`config.mk`:
```
export PLATFORM = sky130hd
export DESIGN_NAME = pcbe_back_flat
export DESIGN_NICKNAME = d
export VERILOG_FILES = /design/src/pcbe_pkg.sv /design/src/pcbe_stream_if.sv /design/src/pcbe_back.sv /design/src/flat_wrapper.sv
export VERILOG_INCLUDE_DIRS = /design/src /design/src/src
export SDC_FILE = /design/constraint.sdc
export NUM_CORES = 1
export LEC_CHECK = 0
export ABC_AREA = 1
export BUFFER_PORTS_ARGS = -buffer_cell sky130_fd_sc_hd__buf_2
export CAP_MARGIN = 10
export CORE_MARGIN = 2
export CORE_UTILIZATION = 36
export DETAILED_ROUTE_END_ITERATION = 8
export GPL_TIMING_DRIVEN = 0
export HOLD_SLACK_MARGIN = 0.05
export SLEW_MARGIN = 30
export SYNTH_ARGS = -nofsm -noshare
export SYNTH_HDL_FRONTEND = slang
export SYNTH_SLANG_ARGS = --single-unit
```
`constraint.sdc`:
```
create_clock -name clk -period 2.47 [get_ports clk]
set_clock_uncertainty 0.2 [all_clocks]
set_input_delay 0.247 -clock clk [delete_from_list [all_inputs] [get_ports clk]]
set_output_delay 0.247 -clock clk [all_outputs]
set_load 0.1 [all_outputs]
```
`src/prefix_compressed_block_encoder_macros.svh`:
```
// Assertion macros shared by the prefix-compressed block encoder RTL.
`ifndef PREFIX_COMPRESSED_BLOCK_ENCODER_MACROS_SVH
`define PREFIX_COMPRESSED_BLOCK_ENCODER_MACROS_SVH

// Same-cycle implication, checked while out of reset.
`define PCBE_ASSERT_IMP(lbl, clk, rst_n, ante, cons) \
	lbl: assert property (@(posedge clk) disable iff (!rst_n) (ante) |-> (cons)) \
		else $error("pcbe assertion failed");

// Next-cycle implication, checked while out of reset.
`define PCBE_ASSERT_NXT(lbl, clk, rst_n, ante, cons) \
	lbl: assert property (@(posedge clk) disable iff (!rst_n) (ante) |=> (cons)) \
		else $error("pcbe assertion failed");

`endif

```
`src/pcbe_pkg.sv`:
```
// Types, codes and helper functions of the prefix-compressed block encoder.
`default_nettype none
package pcbe_pkg;

	// Input operation codes.
	localparam logic [1:0] OP_BEGIN  = 2'd0;
	localparam logic [1:0] OP_KEY    = 2'd1;
	localparam logic [1:0] OP_VALUE  = 2'd2;
	localparam logic [1:0] OP_FINISH = 2'd3;

	// Result kinds.
	localparam logic [1:0] KIND_BYTE   = 2'd0;
	localparam logic [1:0] KIND_OFFSET = 2'd1;
	localparam logic [1:0] KIND_COUNT  = 2'd2;

	// Command types between the front and the back.
	localparam logic [1:0] CMD_HDR  = 2'd0;
	localparam logic [1:0] CMD_BYTE = 2'd1;
	localparam logic [1:0] CMD_WORD = 2'd2;

	// Register map.
	localparam int         APB_AW               = 3;
	localparam logic [0:0] REG_RESTART_INTERVAL = 1'b0;
	localparam int         INTERVAL_W           = 11;
	localparam logic [INTERVAL_W-1:0] INTERVAL_RESET = 11'd16;

	// Length fields in commands, wide enough for the largest key store.
	localparam int LEN_W  = 13;
	localparam int QDEPTH = 4;

	typedef struct packed {
		logic [1:0]  op;
		logic [7:0]  data_byte;
		logic [8:0]  key_length;
		logic [31:0] val_len;
	} in_item_t;

	typedef struct packed {
		logic [1:0]  kind;
		logic [31:0] out_value;
		logic        overflow;
		logic        last;
	} result_t;

	typedef struct packed {
		logic [1:0]       ctype;
		logic [LEN_W-1:0] shared;
		logic [LEN_W-1:0] unshared;
		logic [31:0]      vlen;
		logic [31:0]      value;
		logic [1:0]       wkind;
		logic             has_byte;
		logic             ovf;
		logic             last;
	} cmd_t;

	// Number of bytes in the LEB128 encoding of a 32-bit value.
	function automatic logic [2:0] varint_len(input logic [31:0] v);
		logic [2:0] n;
		n = 3'd1;
		if (|v[31:7])  n = 3'd2;
		if (|v[31:14]) n = 3'd3;
		if (|v[31:21]) n = 3'd4;
		if (|v[31:28]) n = 3'd5;
		return n;
	endfunction

endpackage
`default_nettype wire

```
`src/pcbe_stream_if.sv`:
```
// Valid/ready stream channel carrying one payload struct.
`default_nettype none
interface pcbe_stream_if #(parameter type payload_t = logic) ();
	logic     valid;
	logic     ready;
	payload_t payload;

	modport source(output valid, output payload, input ready);
	modport sink(input valid, input payload, output ready);
endinterface
`default_nettype wire

```
`src/pcbe_back.sv`:
```
// Back part: expands commands into varint header bytes, data bytes and words.
`default_nettype none
`include "prefix_compressed_block_encoder_macros.svh"
module pcbe_back (
	input  logic           clk,
	input  logic           arst_n,
	input  logic           q_empty,
	input  pcbe_pkg::cmd_t q_data,
	output logic           q_pop,
	pcbe_stream_if.source  result
);
	import pcbe_pkg::*;

	localparam logic [2:0] PH_SH   = 3'd0;
	localparam logic [2:0] PH_UN   = 3'd1;
	localparam logic [2:0] PH_VL   = 3'd2;
	localparam logic [2:0] PH_BYTE = 3'd3;
	localparam logic [2:0] PH_WORD = 3'd4;

	logic        busy_q, out_valid_q;
	logic [2:0]  phase_q;
	cmd_t        cmd_q;
	logic [31:0] v_q;
	result_t     out_q, res;
	logic        emit, done, var_more;

	assign emit     = busy_q && (!out_valid_q || result.ready);
	assign var_more = |v_q[31:7];
	assign q_pop    = !q_empty && (!busy_q || (emit && done));

	assign result.valid   = out_valid_q;
	assign result.payload = out_q;

	// Next result of the current command.
	always_comb begin
		res.kind      = KIND_BYTE;
		res.out_value = '0;
		res.overflow  = cmd_q.ovf;
		done          = 1'b0;
		unique case (phase_q)
			PH_SH, PH_UN, PH_VL: begin
				res.out_value = {24'd0, var_more, v_q[6:0]};
				done          = !var_more && (phase_q == PH_VL) && !cmd_q.has_byte;
			end
			PH_BYTE: begin
				res.out_value = {24'd0, cmd_q.value[7:0]};
				done          = 1'b1;
			end
			PH_WORD: begin
				res.kind      = cmd_q.wkind;
				res.out_value = cmd_q.value;
				done          = 1'b1;
			end
			default: begin
				done = 1'b1;
			end
		endcase
		res.last = done && cmd_q.last;
	end

	// Output register payload.
	always_ff @(posedge clk) begin
		if (emit) begin
			out_q <= res;
		end
	end

	// Output register valid.
	always_ff @(posedge clk or negedge arst_n) begin
		if (!arst_n) begin
			out_valid_q <= 1'b0;
		end else if (emit) begin
			out_valid_q <= 1'b1;
		end else if (result.ready) begin
			out_valid_q <= 1'b0;
		end
	end

	// Command sequencing.
	always_ff @(posedge clk or negedge arst_n) begin
		if (!arst_n) begin
			busy_q  <= 1'b0;
			phase_q <= PH_SH;
		end else if (q_pop) begin
			busy_q <= 1'b1;
			unique case (q_data.ctype)
				CMD_HDR:  phase_q <= PH_SH;
				CMD_BYTE: phase_q <= PH_BYTE;
				default:  phase_q <= PH_WORD;
			endcase
		end else if (emit) begin
			if (done) begin
				busy_q <= 1'b0;
			end else if (!var_more) begin
				unique case (phase_q)
					PH_SH:   phase_q <= PH_UN;
					PH_UN:   phase_q <= PH_VL;
					default: phase_q <= PH_BYTE;
				endcase
			end
		end
	end

	// Command payload and varint shifter.
	always_ff @(posedge clk) begin
		if (q_pop) begin
			cmd_q <= q_data;
			v_q   <= 32'(q_data.shared);
		end else if (emit && !done) begin
			if (var_more) begin
				v_q <= v_q >> 7;
			end else if (phase_q == PH_SH) begin
				v_q <= 32'(cmd_q.unshared);
			end else begin
				v_q <= cmd_q.vlen;
			end
		end
	end

	`PCBE_ASSERT_NXT(a_pick_up, clk, arst_n, !busy_q && !q_empty, busy_q)
endmodule
`default_nettype wire

```
`src/flat_wrapper.sv`:
```
// flat-port wrapper written by rule: the top's interface ports become plain ports
module pcbe_back_flat import pcbe_pkg::*;
  (clk, arst_n, q_empty, q_data, q_pop, result_valid, result_payload, result_ready);
  pcbe_stream_if result_i ();
  input  logic clk;
  input  logic arst_n;
  input  logic q_empty;
  input  pcbe_pkg::cmd_t q_data;
  output logic q_pop;
  output wire logic [$bits(result_i.valid)-1:0] result_valid;
  output wire logic [$bits(result_i.payload)-1:0] result_payload;
  input wire logic [$bits(result_i.ready)-1:0] result_ready;
  assign result_valid = result_i.valid;
  assign result_payload = result_i.payload;
  assign result_i.ready = result_ready;
  pcbe_back u_core (.clk(clk), .arst_n(arst_n), .q_empty(q_empty), .q_data(q_data), .q_pop(q_pop), .result(result_i));
endmodule
```
==> impl_metrics.toml <==
[setup_path]
r2r-end = "u_core.v_q[11]$_DFFE_PP_"
r2r-start = "u_core.v_q[25]$_SDFFE_PP0P_"
path_class = "reg -> out"
critPathCaptureType = "output pin"
reg2reg_slack_ps = 210
r2r_cells = 12
cp.required_ps = 2020
worstPathArrival_ps = 1860
start_kind = "register"
worstPathMaxFanout = 6

[detailed_routing]
ant_nets = 0
drcViolationCount = 0
drtPass1Iterations = 4
routed_wl_mm = 6.00
viasPerCell = 4.36
via_count = 2138
wl_per_cell_um = 12.2
first_iter_violations = 88

[logic_synthesis]
yosysWarningCount = 0
synth.avg_cell_area_um2 = 9.53
synth_cells = 279
synth.net_count = 380
ys_seq_area_share_pct = 64.2
synthDistinctLibCells = 23
ys_seq_elements = 64
netlist_area_mm2 = 0.00266

[sta]
drv_slew = 0
slew_headroom_pct = 67.7
hold_violations = 0
max_freq_ghz = 0.433
period_needed_ps = 2310
setup_viol = 0
worstMarginPinSlew_ps = 487
fin_crit_sh_pct = 93.4

[die]
initial_utilization_pct = 36.9
num_rows = 31
die_h_um = 90.0
die_w_um = 90.0
io_pins = 104
die_area_mm2 = 0.00809
coreArea_mm2 = 0.00721

[clock_tree]
worstSkewPairLatency_ps = 340
clkSinkCount = 64
cts_buffer_depth = 2
clk_transition_reported_paths_ps = 70
htree_levels = 3
cts_tree = "done"
cts_buffers = 9
root_buffer = "clkbuf_8"

[power]
leakage_uw = 0.00172
powerDensity_mw_per_mm2 = 1130
finalPower_uw = 4270
ir_drop_v = 0.000563

[grt]
grt_pass1_wl_mm = 9.94
overflow = 0
grt_start_max_net_pins = 21
antenna_found_initial = 0
grt_pass1_vias = 2161
grt_usage_pct = 15.9

[hold_path]
hold_path_class = "in -> async"

[placement]
postPlaceCellArea_mm2 = 0.00302
hpwlAfterDp_mm = 3.68
place_congestion = 0.812
io_buffer_count = 47

[finish]
diodes = 0
utilization_pct = 52.3
design_area_mm2 = 0.00377
drive_above_1_share_pct = 24.0
fill_cells = 665
nNetsFinal = 487
area_growth_pct = 41.7

[outcome]
status = "finished, final reports clean"

[run]
maxCapViolations = 0
[synth_stat cells (all sizes together)]
| library cell | n | area share, % |
|---|---|---|
| clkinv | 2 | 0.28 |
| o211ai | 6 | 1.7 |
| dfxtp | 19 | 14 |
| nor2 | 22 | 3.9 |
| buf | 7 | 1.6 |
| o21ai | 20 | 3.8 |
| inv | 45 | 6.4 |
| nor3 | 4 | 0.94 |
| a21oi | 15 | 2.8 |
| dfrtp | 5 | 4.7 |
| a21boi | 1 | 0.28 |
| nand2 | 84 | 12 |
| edfxtp | 40 | 45 |
| nand3 | 9 | 1.9 |
[cell type report]
type / count / area [um2] / area share [%]
Tap cell: 99 / 124 / 3.29
Timing Repair inverter: 2 / 17.5 / 0.465
Buffer: 7 / 41.3 / 1.10
Inverter: 47 / 191 / 5.08
Sequential cell: 64 / 1710 / 45.3
Clock inverter: 7 / 96.3 / 2.56
Clock buffer: 9 / 124 / 3.29
Timing Repair Buffer: 94 / 718 / 19.1
Multi-Input combinational cell: 161 / 749 / 19.9
[cells in the final DEF (no fill, tap or decap), types with 2 or more instances in the layout]
master         Yosys  routed
a21oi_1           15      15
buf_2              6      52
buf_4              0       4
bufinv_16          0       2
clkbuf_8           0       9
clkinv_2           0       2
clkinv_4           0       5
dfrtp_1            5       5
dfxtp_1           19      18
dlygate4sd3_1      0      43
edfxtp_1          40      40
inv_1             41      41
inv_2              3       3
nand2_1           79      79
nand2_2            5       4
nand3_1            8       8
nor2_1            18      17
nor2_2             2       3
nor2_4             2       2
nor3_1             3       3
o211ai_1           6       6
o21ai_0           13      13
o21ai_1            7       7
[through the flow]
step	setup TNS (ps)	cells	hold WS, ps	setup WS [ps]
after floorplan	0	279	-249	101
after global placement	-11.1	425	-127	-11.1
after detailed placement	-47.1	425	-123	-47.1
after CTS	0	486	55.6	8.04
after global routing	-17.1	490	55.3	-17.1
final	0	490	51.1	163
[repair_timing]
| item | in CTS | in global routing |
|---|---|---|
| pin swaps | 0 | 5 |
| endpoints found under the setup margin | 1 | 7 |
| resized for setup | 6 | 4 |
| hold endpoints to repair | 47 | 0 |
| hold buffers | 43 | 0 |
| cloned | 2 | 0 |
| setup buffers | 0 | 4 |
[per-layer routing]
layer  GRT usage [%]  routed length, um
met5               0                  0
met4            6.41                119
met3            4.86                323
met2            27.3               2960
met1            18.6               2600
[worst max-delay path by stage]
stage	startpoint	cells past startpoint	slack, ps	to
floorplan	u_core.result.valid$_DFFE_PN0P_	7	100	u_core.v_q[10]$_DFFE_PP_
global placement	u_core.v_q[28]$_SDFFE_PP0P_	12	-10	q_pop
detailed placement	u_core.v_q[26]$_SDFFE_PP0P_	12	-50	q_pop
CTS	u_core.v_q[26]$_SDFFE_PP0P_	12	8	q_pop
global route	u_core.v_q[25]$_SDFFE_PP0P_	12	-20	q_pop
finish	u_core.v_q[25]$_SDFFE_PP0P_	12	160	q_pop
[critical path, cell delays in order (launching register included)]
cell	delay, ps
dfxtp_1	340
inv_1	60
nand2_1	50
nor2_1	120
nand2_1	90
nor2_2	140
nand3_2	110
nand2_2	90
nand2_1	60
nand2_2	120
nand2_8	100
clkinv_8	70
buf_16	160
[flip-flops by register name, indices dropped and copies added (netlist names)]
name                   count
u_core.busy_q              1
u_core.cmd_q              33
u_core.result.valid        1
u_core.phase_q             3
u_core.result.payload      1
u_core.v_q                25
[power by group]
group / switching (uW) / total [uW] / internal (uW)
sequential: 165 / 1720 / 1550
combinational: 1050 / 1570 / 524
clock: 409 / 978 / 569
[cell families (layout without fill, tap and decap cells)]
group           count (synthesis)  in the layout  share of synthesized area [%]
buf+inv                        54            166                           8.28
flops                          64             64                           64.2
compound gates                 42             42                           8.56
simple gates                  119            119                           19.0
No activity file was read; power rests on OpenSTA's default activity.
