--- config.mk ---
export PLATFORM = sky130hd
export DESIGN_NAME = pcbe_queue
export DESIGN_NICKNAME = d
export VERILOG_FILES = /design/src/pcbe_pkg.sv /design/src/pcbe_queue.sv
export VERILOG_INCLUDE_DIRS = /design/src /design/src/src
export SDC_FILE = /design/constraint.sdc
export NUM_CORES = 1
export LEC_CHECK = 0
export BUFFER_PORTS_ARGS = -buffer_cell sky130_fd_sc_hd__buf_2
export CAP_MARGIN = 20
export CORE_ASPECT_RATIO = 1.25
export CORE_UTILIZATION = 30
export CTS_CLUSTER_DIAMETER = 150
export CTS_CLUSTER_SIZE = 40
export DETAILED_ROUTE_END_ITERATION = 10
export MAX_ROUTING_LAYER = met4
export SLEW_MARGIN = 10
export SYNTH_ARGS = -nofsm -noshare
export SYNTH_HDL_FRONTEND = slang
export SYNTH_SLANG_ARGS = --single-unit
export TNS_END_PERCENT = 50
--- constraint.sdc ---
create_clock -name clk -period 4 [get_ports clk]
set_clock_uncertainty 0.1 [all_clocks]
set_input_delay 0.4 -clock clk [delete_from_list [all_inputs] [get_ports clk]]
set_output_delay 0.4 -clock clk [all_outputs]
set_load 0.01 [all_outputs]
--- src/prefix_compressed_block_encoder_macros.svh ---
// Assertion macros shared by the prefix-compressed block encoder RTL.
`ifndef PREFIX_COMPRESSED_BLOCK_ENCODER_MACROS_SVH
`define PREFIX_COMPRESSED_BLOCK_ENCODER_MACROS_SVH

// Same-cycle implication, checked while out of reset.
`define PCBE_ASSERT_IMP(lbl, clk, rst_n, ante, cons) \
	lbl: assert property (@(posedge clk) disable iff (!rst_n) (ante) |-> (cons)) \
		else $error("pcbe assertion failed");

// Next-cycle implication, checked while out of reset.
`define PCBE_ASSERT_NXT(lbl, clk, rst_n, ante, cons) \
	lbl: assert property (@(posedge clk) disable iff (!rst_n) (ante) |=> (cons)) \
		else $error("pcbe assertion failed");

`endif

--- src/pcbe_pkg.sv ---
// Types, codes and helper functions of the prefix-compressed block encoder.
`default_nettype none
package pcbe_pkg;

	// Input operation codes.
	localparam logic [1:0] OP_BEGIN  = 2'd0;
	localparam logic [1:0] OP_KEY    = 2'd1;
	localparam logic [1:0] OP_VALUE  = 2'd2;
	localparam logic [1:0] OP_FINISH = 2'd3;

	// Result kinds.
	localparam logic [1:0] KIND_BYTE   = 2'd0;
	localparam logic [1:0] KIND_OFFSET = 2'd1;
	localparam logic [1:0] KIND_COUNT  = 2'd2;

	// Command types between the front and the back.
	localparam logic [1:0] CMD_HDR  = 2'd0;
	localparam logic [1:0] CMD_BYTE = 2'd1;
	localparam logic [1:0] CMD_WORD = 2'd2;

	// Register map.
	localparam int         APB_AW               = 3;
	localparam logic [0:0] REG_RESTART_INTERVAL = 1'b0;
	localparam int         INTERVAL_W           = 11;
	localparam logic [INTERVAL_W-1:0] INTERVAL_RESET = 11'd16;

	// Length fields in commands, wide enough for the largest key store.
	localparam int LEN_W  = 13;
	localparam int QDEPTH = 4;

	typedef struct packed {
		logic [1:0]  op;
		logic [7:0]  data_byte;
		logic [8:0]  key_length;
		logic [31:0] val_len;
	} in_item_t;

	typedef struct packed {
		logic [1:0]  kind;
		logic [31:0] out_value;
		logic        overflow;
		logic        last;
	} result_t;

	typedef struct packed {
		logic [1:0]       ctype;
		logic [LEN_W-1:0] shared;
		logic [LEN_W-1:0] unshared;
		logic [31:0]      vlen;
		logic [31:0]      value;
		logic [1:0]       wkind;
		logic             has_byte;
		logic             ovf;
		logic             last;
	} cmd_t;

	// Number of bytes in the LEB128 encoding of a 32-bit value.
	function automatic logic [2:0] varint_len(input logic [31:0] v);
		logic [2:0] n;
		n = 3'd1;
		if (|v[31:7])  n = 3'd2;
		if (|v[31:14]) n = 3'd3;
		if (|v[31:21]) n = 3'd4;
		if (|v[31:28]) n = 3'd5;
		return n;
	endfunction

endpackage
`default_nettype wire

--- src/pcbe_queue.sv ---
// Short command queue between the front and the back.
`default_nettype none
`include "prefix_compressed_block_encoder_macros.svh"
module pcbe_queue (
	input  logic           clk,
	input  logic           arst_n,
	input  logic           push,
	input  pcbe_pkg::cmd_t wdata,
	input  logic           pop,
	output pcbe_pkg::cmd_t rdata,
	output logic           full,
	output logic           empty
);
	import pcbe_pkg::*;

	localparam int PW = $clog2(QDEPTH);
	localparam int CW = $clog2(QDEPTH + 1);

	cmd_t          mem_q [QDEPTH];
	logic [PW-1:0] wr_ptr_q, rd_ptr_q;
	logic [CW-1:0] count_q;

	assign full  = (count_q == CW'(QDEPTH));
	assign empty = (count_q == '0);
	assign rdata = mem_q[rd_ptr_q];

	// Entry storage.
	always_ff @(posedge clk) begin
		if (push) begin
			mem_q[wr_ptr_q] <= wdata;
		end
	end

	// Pointers and fill count.
	always_ff @(posedge clk or negedge arst_n) begin
		if (!arst_n) begin
			wr_ptr_q <= '0;
			rd_ptr_q <= '0;
			count_q  <= '0;
		end else begin
			if (push) begin
				wr_ptr_q <= wr_ptr_q + 1'b1;
			end
			if (pop) begin
				rd_ptr_q <= rd_ptr_q + 1'b1;
			end
			if (push && !pop) begin
				count_q <= count_q + 1'b1;
			end else if (pop && !push) begin
				count_q <= count_q - 1'b1;
			end
		end
	end

	`PCBE_ASSERT_IMP(a_no_overrun, clk, arst_n, push, !full)
	`PCBE_ASSERT_IMP(a_no_underrun, clk, arst_n, pop, !empty)
endmodule
`default_nettype wire

==> flow_metrics.py, run 1 <==
metrics = {
    "worst_setup_path": {
        "crit_slowest_cell": "dfrtp_4",
        "startpoint_type": "flip-flop",
        "worstSetupPathType": "flip-flop to primary output",
        "path_cells": "buf_4, mux4_2, buf_2",
        "critPathMaxStageDelay_ps": 910,
        "crit_arrival_ps": 2410,
        "critPathBufInv": 2,
        "cp_top_family": "flip-flops",
        "cp_max_fo": 39,
        "critPathRequiredTime_ps": 3500,
        "critPathCaptureType": "primary output",
    },
    "die": {
        "num_rows": 89,
        "num_io_pins": 200,
        "core_sq_mm": 0.0472,
        "die_w_um": 198,
        "die_y_um": 247,
        "fp.dieArea_sq_mm": 0.0487,
        "initial_core_util": 0.304,
    },
    "global_routing": {
        "grt_pass1_vias": 7120,
        "grt_max_degree": 58,
        "overflow": 0,
        "groute.usage.overall": 0.117,
        "antenna_found_initial": 2,
        "grt_pass1_wl_mm": 41.6,
    },
    "clocking": {
        "cts_buffers": 13,
        "clk_latency_ps": 520,
        "cts_setup_buffers": 0,
        "clkTransAtPathRegs_ps": 130,
        "cts.sinks": 395,
        "htreeDepth": 1,
        "cts_tree": "built",
        "clock_path_buffers": 3,
        "cts_root_buf": "clkbuf_16",
    },
    "route": {
        "num_vias": 6537,
        "ant_nets": 0,
        "wl_per_cell_um": 18.8,
        "via_per_inst": 4.41,
        "drt_iter0_markers": 317,
        "drcViolationCount": 0,
        "first_pass_iters": 4,
        "finalWirelength_mm": 27.8,
    },
    "cells_and_area": {
        "multiInputGateArea_sq_mm": 0.00239,
        "areaGrowthSynthToFinish_pct": 22.2,
        "fillerInstances": 4385,
        "fin_util": 0.372,
        "layout-drive-gt1-share": 0.391,
        "final-seq-area_sq_mm": 0.0118,
        "final_nets": 952,
        "stdcell_area_sq_mm": 0.0176,
    },
    "sta": {
        "fin_crit_ps": 2910,
        "max_freq_ghz": 0.344,
        "slew_viol_final": 0,
        "slew_headroom": 0.346,
        "setup_viol": 0,
        "rsz0062_at_grt": "no",
        "hold_viol": 0,
        "setup_tns_ps": 0,
        "tightest_slew_ps": 981,
        "period_share": 0.727,
    },
    "pwr": {
        "p_per_area_mw_per_mm2": 627,
        "p_sw_mw": 3.29,
        "p_leak_nw": 5.83,
        "p_int_mw": 7.71,
        "peakVddDrop_v": 0.000557,
        "p_clk_frac": 0.156,
        "power_frac_comb": 0.328,
        "p_sw_frac": 0.299,
        "p_seq_frac": 0.516,
    },
    "worst_hold_path": {
        "holdCritPathClass": "primary input to flip-flop",
    },
    "yosys": {
        "ys_types": 20,
        "synthesis.area_sq_mm": 0.0144,
        "avgSynthCellArea_sq_um": 26.5,
        "synth_nets": 648,
        "yosysSeqAreaShare": 0.824,
        "postSynthCellCount": 541,
        "synth_seq_cells": 395,
        "yosys_warnings": 0,
    },
    "placed_design": {
        "dpl_cell_area_sq_mm": 0.0162,
        "hpwl_mm": 16.5,
        "portBuffers": 199,
        "place_congestion": 0.661,
    },
    "run": {
        "cap_violations": 0,
    },
    "outcome": {
        "status": "completed",
    },
}
synthesized netlist by cell type, drive strengths merged:
library cell,count,area share
and2,4,0.0017
buf,16,0.0077
clkbuf,6,0.0016
dfrtp,7,0.012
edfxtp,388,0.81
fa,1,0.0014
ha,5,0.0044
inv,4,0.0010
mux2,1,0.00078
mux4,97,0.15
nand2,2,0.00052
nor2,1,0.00026
nor3,1,0.00035
nor3b,1,0.00052
o21ai,1,0.00035
xnor2,2,0.0012
xor2,4,0.0024
cell usage in the layout (no fill, tap or decap), drive strengths merged:
master	netlist	layout
nor2	1	1
edfxtp	388	388
and2	4	4
fa	1	1
nor3b	1	1
nor3	1	1
dlygate4sd3	0	99
mux2	1	1
xnor2	2	2
ha	5	5
o21ai	1	1
clkbuf	6	13
nand2	2	2
clkinvlp	0	1
inv	4	4
xor2	4	4
buf	16	212
diode	0	2
dfrtp	7	7
mux4	97	97
sequential cells by signal (all words and copies together), names as in the netlist:
name      count
wr_ptr_q      2
count_q       3
rd_ptr_q      2
mem_q       388
per-stage QoR:
step	setup WS (ps)	instances	total power, mW	hold slack [ps]
2_1_floorplan	574	541	8.03	4.41
3_3_place_gp	1640	1368	9.41	150
3_5_place_dp	1640	1368	9.46	152
4_1_cts	1030	1481	11.3	10.5
5_1_grt	981	1483	11.6	40.3
6_report	1090	1483	11.0	44.1
kinds of logic (layout without fill, tap and decap cells):
family | count (synthesis) | count (layout) | share of synthesized area
multiplexers | 98 | 98 | 0.153
XOR/XNOR | 6 | 6 | 0.00366
other | 0 | 2 | 0
AND/OR/NAND/NOR | 9 | 9 | 0.00340
flip-flops | 395 | 395 | 0.824
buffers and inverters | 26 | 329 | 0.0103
adder cells (fa/ha/maj) | 6 | 6 | 0.00575
AO/OA/AOI/OAI | 1 | 1 | 0.000348
worst register-to-register path, cell delays in order (launching register included):
cell	delay, ps
dfrtp_1	450
inv_1	100
ha_1	150
and2_4	780
buf_12	350
power by group through the flow:
stage / Clock, mW / Combinational (mW) / Sequential (mW)
5_1_grt: 1.90 / 3.93 / 5.75
6_report: 1.72 / 3.60 / 5.68
3_3_place_gp: 0 / 3.66 / 5.75
2_1_floorplan: 0 / 2.35 / 5.68
3_5_place_dp: 0 / 3.67 / 5.79
4_1_cts: 1.82 / 3.76 / 5.69
timing repair:
action | 4_1_cts | 5_1_grt
resized for setup | 0 | 0
endpoints found under the setup margin | 0 | 0
hold buffers | 99 | 0
endpoints found under the hold margin | 396 | 0
final timing paths:
path / start / endpoint / slack (ps) / cells past startpoint
max: rd_ptr_q[1]$_DFFE_PN0P_ / rdata[0] / 1090 / 3
min: push / wr_ptr_q[0]$_DFFE_PN0P_ / 40 / 2
max reg2reg: wr_ptr_q[0]$_DFFE_PN0P_ / mem_q[2][56]$_DFFE_PP_ / 1770 / 4
min reg2reg: count_q[2]$_DFFE_PN0P_ / count_q[2]$_DFFE_PN0P_ / 390 / 1
max in group asynchronous: arst_n / rd_ptr_q[1]$_DFFE_PN0P_ / 3510 / 2
min in group asynchronous: arst_n / count_q[2]$_DFFE_PN0P_ / 120 / 2
routing by layer:
| layer | wire length [um] | vias to the layer above | track usage |
|---|---|---|---|
| met1 | 11700 | 3480 | 0.143 |
| met3 | 1170 | 24 | 0.0162 |
| met2 | 14400 | 128 | 0.204 |
| li1 | - | 2905 | - |
| met4 | 510 | 0 | 0.0315 |
| met5 | 0 | - | - |
cell type report:
| class | instances | area share |
|---|---|---|
| sequential | 395 | 0.674 |
| multi-input combinational | 120 | 0.136 |
| timing repair buffer | 311 | 0.124 |
| tap | 637 | 0.0454 |
| clock buffer | 13 | 0.0185 |
| inverter | 4 | 0.000855 |
| clock inverter | 1 | 0.000428 |
| antenna | 2 | 0.000285 |
Power figures use the tool's default switching activity.
==> inputs of run 2 (changes only) <==
- ABC_AREA: default -> 1
- clock period: 4 -> 2.4 ns (I/O delays scaled with it)
==> flow_metrics.py, run 2 <==
metrics = {
    "yosys": {
        "synth_area_leaders": "edfxtp_1 74%, o211ai_1 9.3%, nand2_1 7.3%",
        "synth_compound_area_frac": 0.0933,
        "synth_common_cells": "388 x edfxtp_1, 304 x nand2_1, 205 x inv_1, 194 x o211ai_1, 39 x buf_2",
        "ys_types": 19,
        "synth_top_area_frac": 0.744,
        "yosysSeqAreaShare": 0.755,
        "postSynthCellCount": 1179,
        "avgSynthCellArea_sq_um": 13.3,
        "synth_nets": 1286,
        "synth-edff-count": 388,
        "synth_top_area_cell": "edfxtp_1",
        "synth_seq_cells": 395,
        "synthesis.area_sq_mm": 0.0157,
        "async_flop_share": 0.0177,
        "synthAdderAreaFrac": 0.00527,
        "ys.flop_type": "edfxtp_1",
        "yosys_warnings": 0,
        "muxShareOfSynthArea": 0,
        "yosysMostFrequentCell": "edfxtp_1",
        "synth_top_family_by_area": "compound AO/OA/AOI/OAI gates",
        "synth_xor_area_frac": 0.00224,
        "synth-simple-area-share": 0.0742,
    },
    "worst_setup_path": {
        "crit_arrival_ps": 1990,
        "critPathCaptureType": "primary output",
        "path_cells": "buf_12, buf_16, o211ai_1, nand2_1, buf_2",
        "crit_slowest_cell": "dfrtp_4",
        "cp_top_family": "flip-flops",
        "worstSetupPathType": "flip-flop to primary output",
        "critPathBufInv": 3,
        "critPathRequiredTime_ps": 2060,
        "critPathMaxStageDelay_ps": 570,
        "cp_max_fo": 26,
        "startpoint_type": "flip-flop",
    },
    "pwr": {
        "p_sw_frac": 0.366,
        "p_seq_frac": 0.452,
        "p_per_area_mw_per_mm2": 1080,
        "peakVddDrop_v": 0.000733,
        "p_clk_frac": 0.143,
        "p_leak_nw": 7.48,
        "p_sw_mw": 7.58,
        "power_frac_comb": 0.405,
        "p_int_mw": 13.1,
        "power.total_mw": 20.7,
    },
    "clocking": {
        "cts.sinks": 395,
        "htreeDepth": 1,
        "cts_buffers": 13,
        "cts_root_buf": "clkbuf_16",
        "clkTransAtPathRegs_ps": 140,
        "cts_tree": "built",
        "clk_latency_ps": 540,
        "clock_path_buffers": 3,
    },
    "die": {
        "num_rows": 93,
        "die_y_um": 257,
        "initial_core_util": 0.304,
        "die_w_um": 206,
        "num_io_pins": 200,
        "fp.dieArea_sq_mm": 0.0531,
        "core_sq_mm": 0.0515,
    },
    "sta": {
        "fin_crit_ps": 2330,
        "period_share": 0.970,
        "slew_viol_final": 0,
        "timing.final.ws_setup_ps": 72.5,
        "hold_viol": 0,
        "setup_tns_ps": 0,
        "tightest_slew_ps": 461,
        "slew_headroom": 0.692,
        "setup_viol": 0,
        "max_freq_ghz": 0.430,
        "rsz0062_at_grt": "yes",
    },
    "placed_design": {
        "place_congestion": 0.717,
        "portBuffers": 199,
        "dp_slack_ps": 536,
        "hpwl_mm": 19.7,
    },
    "cells_and_area": {
        "largest_reg_flops": 388,
        "final_nets": 1574,
        "layout_commonest_cell": "edfxtp_1",
        "top_regs": "mem_q x388, count_q x3",
        "layout_common_cells": "388 x edfxtp_1, 300 x nand2_1, 200 x inv_1",
        "layout-drive-gt1-share": 0.182,
        "final-seq-area_sq_mm": 0.0118,
        "multiInputGateArea_sq_mm": 0.00276,
        "top_register": "mem_q",
        "fillerInstances": 4931,
        "areaGrowthSynthToFinish_pct": 22.4,
    },
    "global_routing": {
        "grt_pass1_wl_mm": 50.7,
        "overflow": 0,
        "grt_pass1_vias": 9436,
        "grt_max_degree": 109,
        "antenna_found_initial": 1,
        "groute.usage.overall": 0.126,
    },
    "route": {
        "ant_nets": 0,
        "num_vias": 9540,
        "drcViolationCount": 22,
        "finalWirelength_mm": 34.0,
        "via_per_inst": 4.46,
        "wl_per_cell_um": 15.9,
        "first_pass_iters": 8,
        "drt_iter0_markers": 454,
    },
    "run": {
        "cap_violations": 0,
    },
    "outcome": {
        "status": "complete, but fails checks",
        "violations": "design-rule violations",
    },
    "worst_hold_path": {
        "holdCritPathClass": "primary input to flip-flop",
    },
}
==> run 2: final timing paths <==
kind | slack, ps | startpoint | depth (start not counted) | to
min in group asynchronous | 570 | arst_n | 3 | count_q[2]$_DFFE_PN0P_
max | 70 | rd_ptr_q[0]$_DFFE_PN0P_ | 5 | rdata[37]
min | 340 | wdata[69] | 2 | mem_q[0][69]$_DFFE_PP_
min reg2reg | 430 | count_q[2]$_DFFE_PN0P_ | 2 | count_q[2]$_DFFE_PN0P_
max reg2reg | 570 | wr_ptr_q[0]$_DFFE_PN0P_ | 4 | mem_q[3][32]$_DFFE_PP_
max in group asynchronous | 1350 | arst_n | 3 | rd_ptr_q[0]$_DFFE_PN0P_
==> run 2: cell type report <==
type                       instances  share of cell area
tap                              665              0.0434
clock inverter                     2            0.000849
antenna                            1            0.000131
sequential                       395               0.618
multi-input combinational        513               0.144
inverter                         206              0.0415
clock buffer                      17              0.0178
timing repair buffer             338               0.135
==> run 2: per-stage QoR <==
step | cell area (sq um) | utilization | instances | hold slack (ps)
2_1_floorplan | 15700 | - | 1179 | -156
3_3_place_gp | 17700 | 0.343 | 2011 | -16.8
3_5_place_dp | 17700 | 0.343 | 2011 | -15.0
4_1_cts | 19100 | 0.370 | 2134 | 302
5_1_grt | 19200 | 0.372 | 2137 | 325
6_report | 19200 | 0.372 | 2137 | 341
==> run 2: power by group through the flow <==
stage / Clock (mW) / Combinational, mW / Sequential [mW]
global placement: 0 / 8.05 / 9.49
floorplan: 0 / 4.90 / 9.45
CTS: 3.11 / 8.40 / 9.34
detailed placement: 0 / 8.15 / 9.53
finish: 2.96 / 8.38 / 9.35
global route: 3.26 / 9.36 / 9.46
==> run 2: repair_timing <==
action	CTS	global route
setup endpoints to repair	48	51
endpoints found under the hold margin	399	0
resized for setup	0	6
gates cloned	0	2
hold buffers	101	0
pin swaps	0	6
setup buffers	3	0
==> run 2: metal layers <==
| layer | GRT usage | wire, um |
|---|---|---|
| met1 | 0.146 | 14400 |
| met2 | 0.227 | 17700 |
| met3 | 0.0177 | 1310 |
| met4 | 0.0294 | 552 |
| met5 | - | 0 |
==> run 2: cells by family (layout without fill, tap and decap cells) <==
kind of cell	Yosys count	count (layout)
flops	395	395
xor+xnor	4	4
other cells	0	1
buf+inv	271	563
simple gates	308	308
fa+ha+maj	6	6
compound gates	195	195
==> inputs of run 3 (changes only) <==
- CORE_MARGIN: default -> 8
==> flow_metrics.py, run 3 (synthesis results as in run 2) <==
metrics = {
    "placed_design": {
        "place_congestion": 0.688,
        "hpwl_mm": 21.7,
        "portBuffers": 199,
    },
    "route": {
        "first_pass_iters": 4,
        "wl_per_cell_um": 16.5,
        "drt_iter0_markers": 514,
        "drcViolationCount": 0,
        "finalWirelength_mm": 35.3,
        "via_per_inst": 4.43,
        "ant_nets": 0,
        "num_vias": 9463,
    },
    "die": {
        "die_y_um": 271,
        "fp.dieArea_sq_mm": 0.0598,
        "die_w_um": 220,
        "num_io_pins": 200,
        "initial_core_util": 0.304,
        "core_sq_mm": 0.0515,
        "num_rows": 93,
    },
    "cells_and_area": {
        "top_regs": "mem_q x388, count_q x3",
        "final_nets": 1571,
        "top_register": "mem_q",
        "layout-drive-gt1-share": 0.180,
        "layout_commonest_cell": "edfxtp_1",
        "fillerInstances": 4818,
        "largest_reg_flops": 388,
        "areaGrowthSynthToFinish_pct": 22.5,
        "layout_common_cells": "388 x edfxtp_1, 300 x nand2_1, 200 x inv_1",
    },
    "global_routing": {
        "overflow": 0,
        "grt_pass1_wl_mm": 53.3,
        "grt_pass1_vias": 9570,
        "groute.usage.overall": 0.117,
        "antenna_found_initial": 3,
        "grt_max_degree": 93,
    },
    "clocking": {
        "clkTransAtPathRegs_ps": 140,
        "cts.sinks": 395,
        "htreeDepth": 1,
        "cts_tree": "built",
        "clock_path_buffers": 3,
        "clk_latency_ps": 520,
        "cts_root_buf": "clkbuf_16",
        "cts_buffers": 13,
    },
    "worst_setup_path": {
        "crit_slowest_cell": "dfrtp_4",
        "path_cells": "buf_12, buf_12, buf_4, o211ai_1, nand2_1, buf_2",
        "critPathCaptureType": "primary output",
        "critPathBufInv": 4,
        "cp_top_family": "buffers and inverters",
        "cp_max_fo": 10,
        "critPathMostFrequentCell": "buf_12",
        "startpoint_type": "flip-flop",
        "worstSetupPathType": "flip-flop to primary output",
        "critPathMaxStageDelay_ps": 510,
        "critPathRequiredTime_ps": 2060,
        "crit_arrival_ps": 2000,
    },
    "sta": {
        "period_share": 0.974,
        "slew_viol_final": 0,
        "max_freq_ghz": 0.428,
        "fin_crit_ps": 2340,
        "hold_viol": 0,
        "slew_headroom": 0.735,
        "whs_ps": 360,
        "tightest_slew_ps": 397,
        "setup_viol": 0,
        "rsz0062_at_grt": "yes",
        "setup_tns_ps": 0,
    },
    "outcome": {
        "status": "completed",
    },
    "pwr": {
        "power.total_mw": 20.9,
        "p_per_area_mw_per_mm2": 1090,
        "p_leak_nw": 7.48,
        "peakVddDrop_v": 0.000694,
    },
    "run": {
        "cap_violations": 0,
    },
    "worst_hold_path": {
        "holdCritPathClass": "primary input to flip-flop",
    },
}
[run 3: changes by cell type in the layout (fill, tap and decap cells not counted), sizes merged]
cell    delta
bufbuf     +1
buf        -5
diode      +2
inv        -1
[run 3: repair_timing]
item / in CTS / in global routing
buffers inserted: 1 / 2
gates resized for setup: 0 / 9
hold endpoints to repair: 399 / 0
cloned: 1 / 3
endpoints found under the setup margin: 45 / 44
pin swaps: 0 / 26
hold buffers: 101 / 0
[run 3: worst register-to-register path, stage by stage, from the launching register on]
cell and delay [ps]:
dfrtp_1 450, inv_2 60, ha_2 190, nand2_2 70, clkinvlp_4 340, buf_12 330
[run 3: area by class of cell]
class | instances | area [sq um] | share of cell area
diodes | 3 | 7.51 | 0.000391
clock buffers | 16 | 337 | 0.0175
clock inverters | 1 | 7.51 | 0.000391
inverters | 206 | 793 | 0.0413
multi-input cells | 513 | 2760 | 0.144
flip-flops and latches | 395 | 11800 | 0.617
well taps | 665 | 832 | 0.0434
repair buffers | 335 | 2610 | 0.136
[run 3: path summary, 6_finish.rpt]
kind | startpoint | to | slack (ps) | cells after the start
worst min register to register | count_q[2]$_DFFE_PN0P_ | count_q[2]$_DFFE_PN0P_ | 440 | 2
worst max register to register | wr_ptr_q[0]$_DFFE_PN0P_ | mem_q[2][31]$_DFFE_PP_ | 550 | 5
worst min-delay path | wdata[65] | mem_q[1][65]$_DFFE_PP_ | 360 | 2
worst max-delay path | rd_ptr_q[0]$_DFFE_PN0P_ | rdata[3] | 60 | 6
min in group asynchronous | arst_n | count_q[0]$_DFFE_PN0P_ | 570 | 3
max in group asynchronous | arst_n | rd_ptr_q[0]$_DFFE_PN0P_ | 1320 | 3
[run 3: where the power goes]
part,total (mW),switching [mW],internal (mW),leakage (nW)
registers,9.33,0.335,9.00,3.64
logic,8.63,5.42,3.21,3.68
clock network,2.91,1.89,1.02,0.164
[run 3: layer usage]
metal,global-route usage,vias to the layer above,wire length [um]
met5,-,-,0
met4,0.0249,0,499
met3,0.0169,28,1670
met2,0.212,183,18300
met1,0.135,4612,14800
li1,-,4640,-
[run 3: through the flow]
step                std cells  setup WS, ps  utilization  cell area, sq um
floorplan                1179          -195            -             15700
global placement         2006           519        0.342             17600
detailed placement       2006           517        0.342             17600
CTS                      2126          6.50        0.369             19000
global route             2134         -25.9        0.372             19200
finish                   2134          63.1        0.372             19200
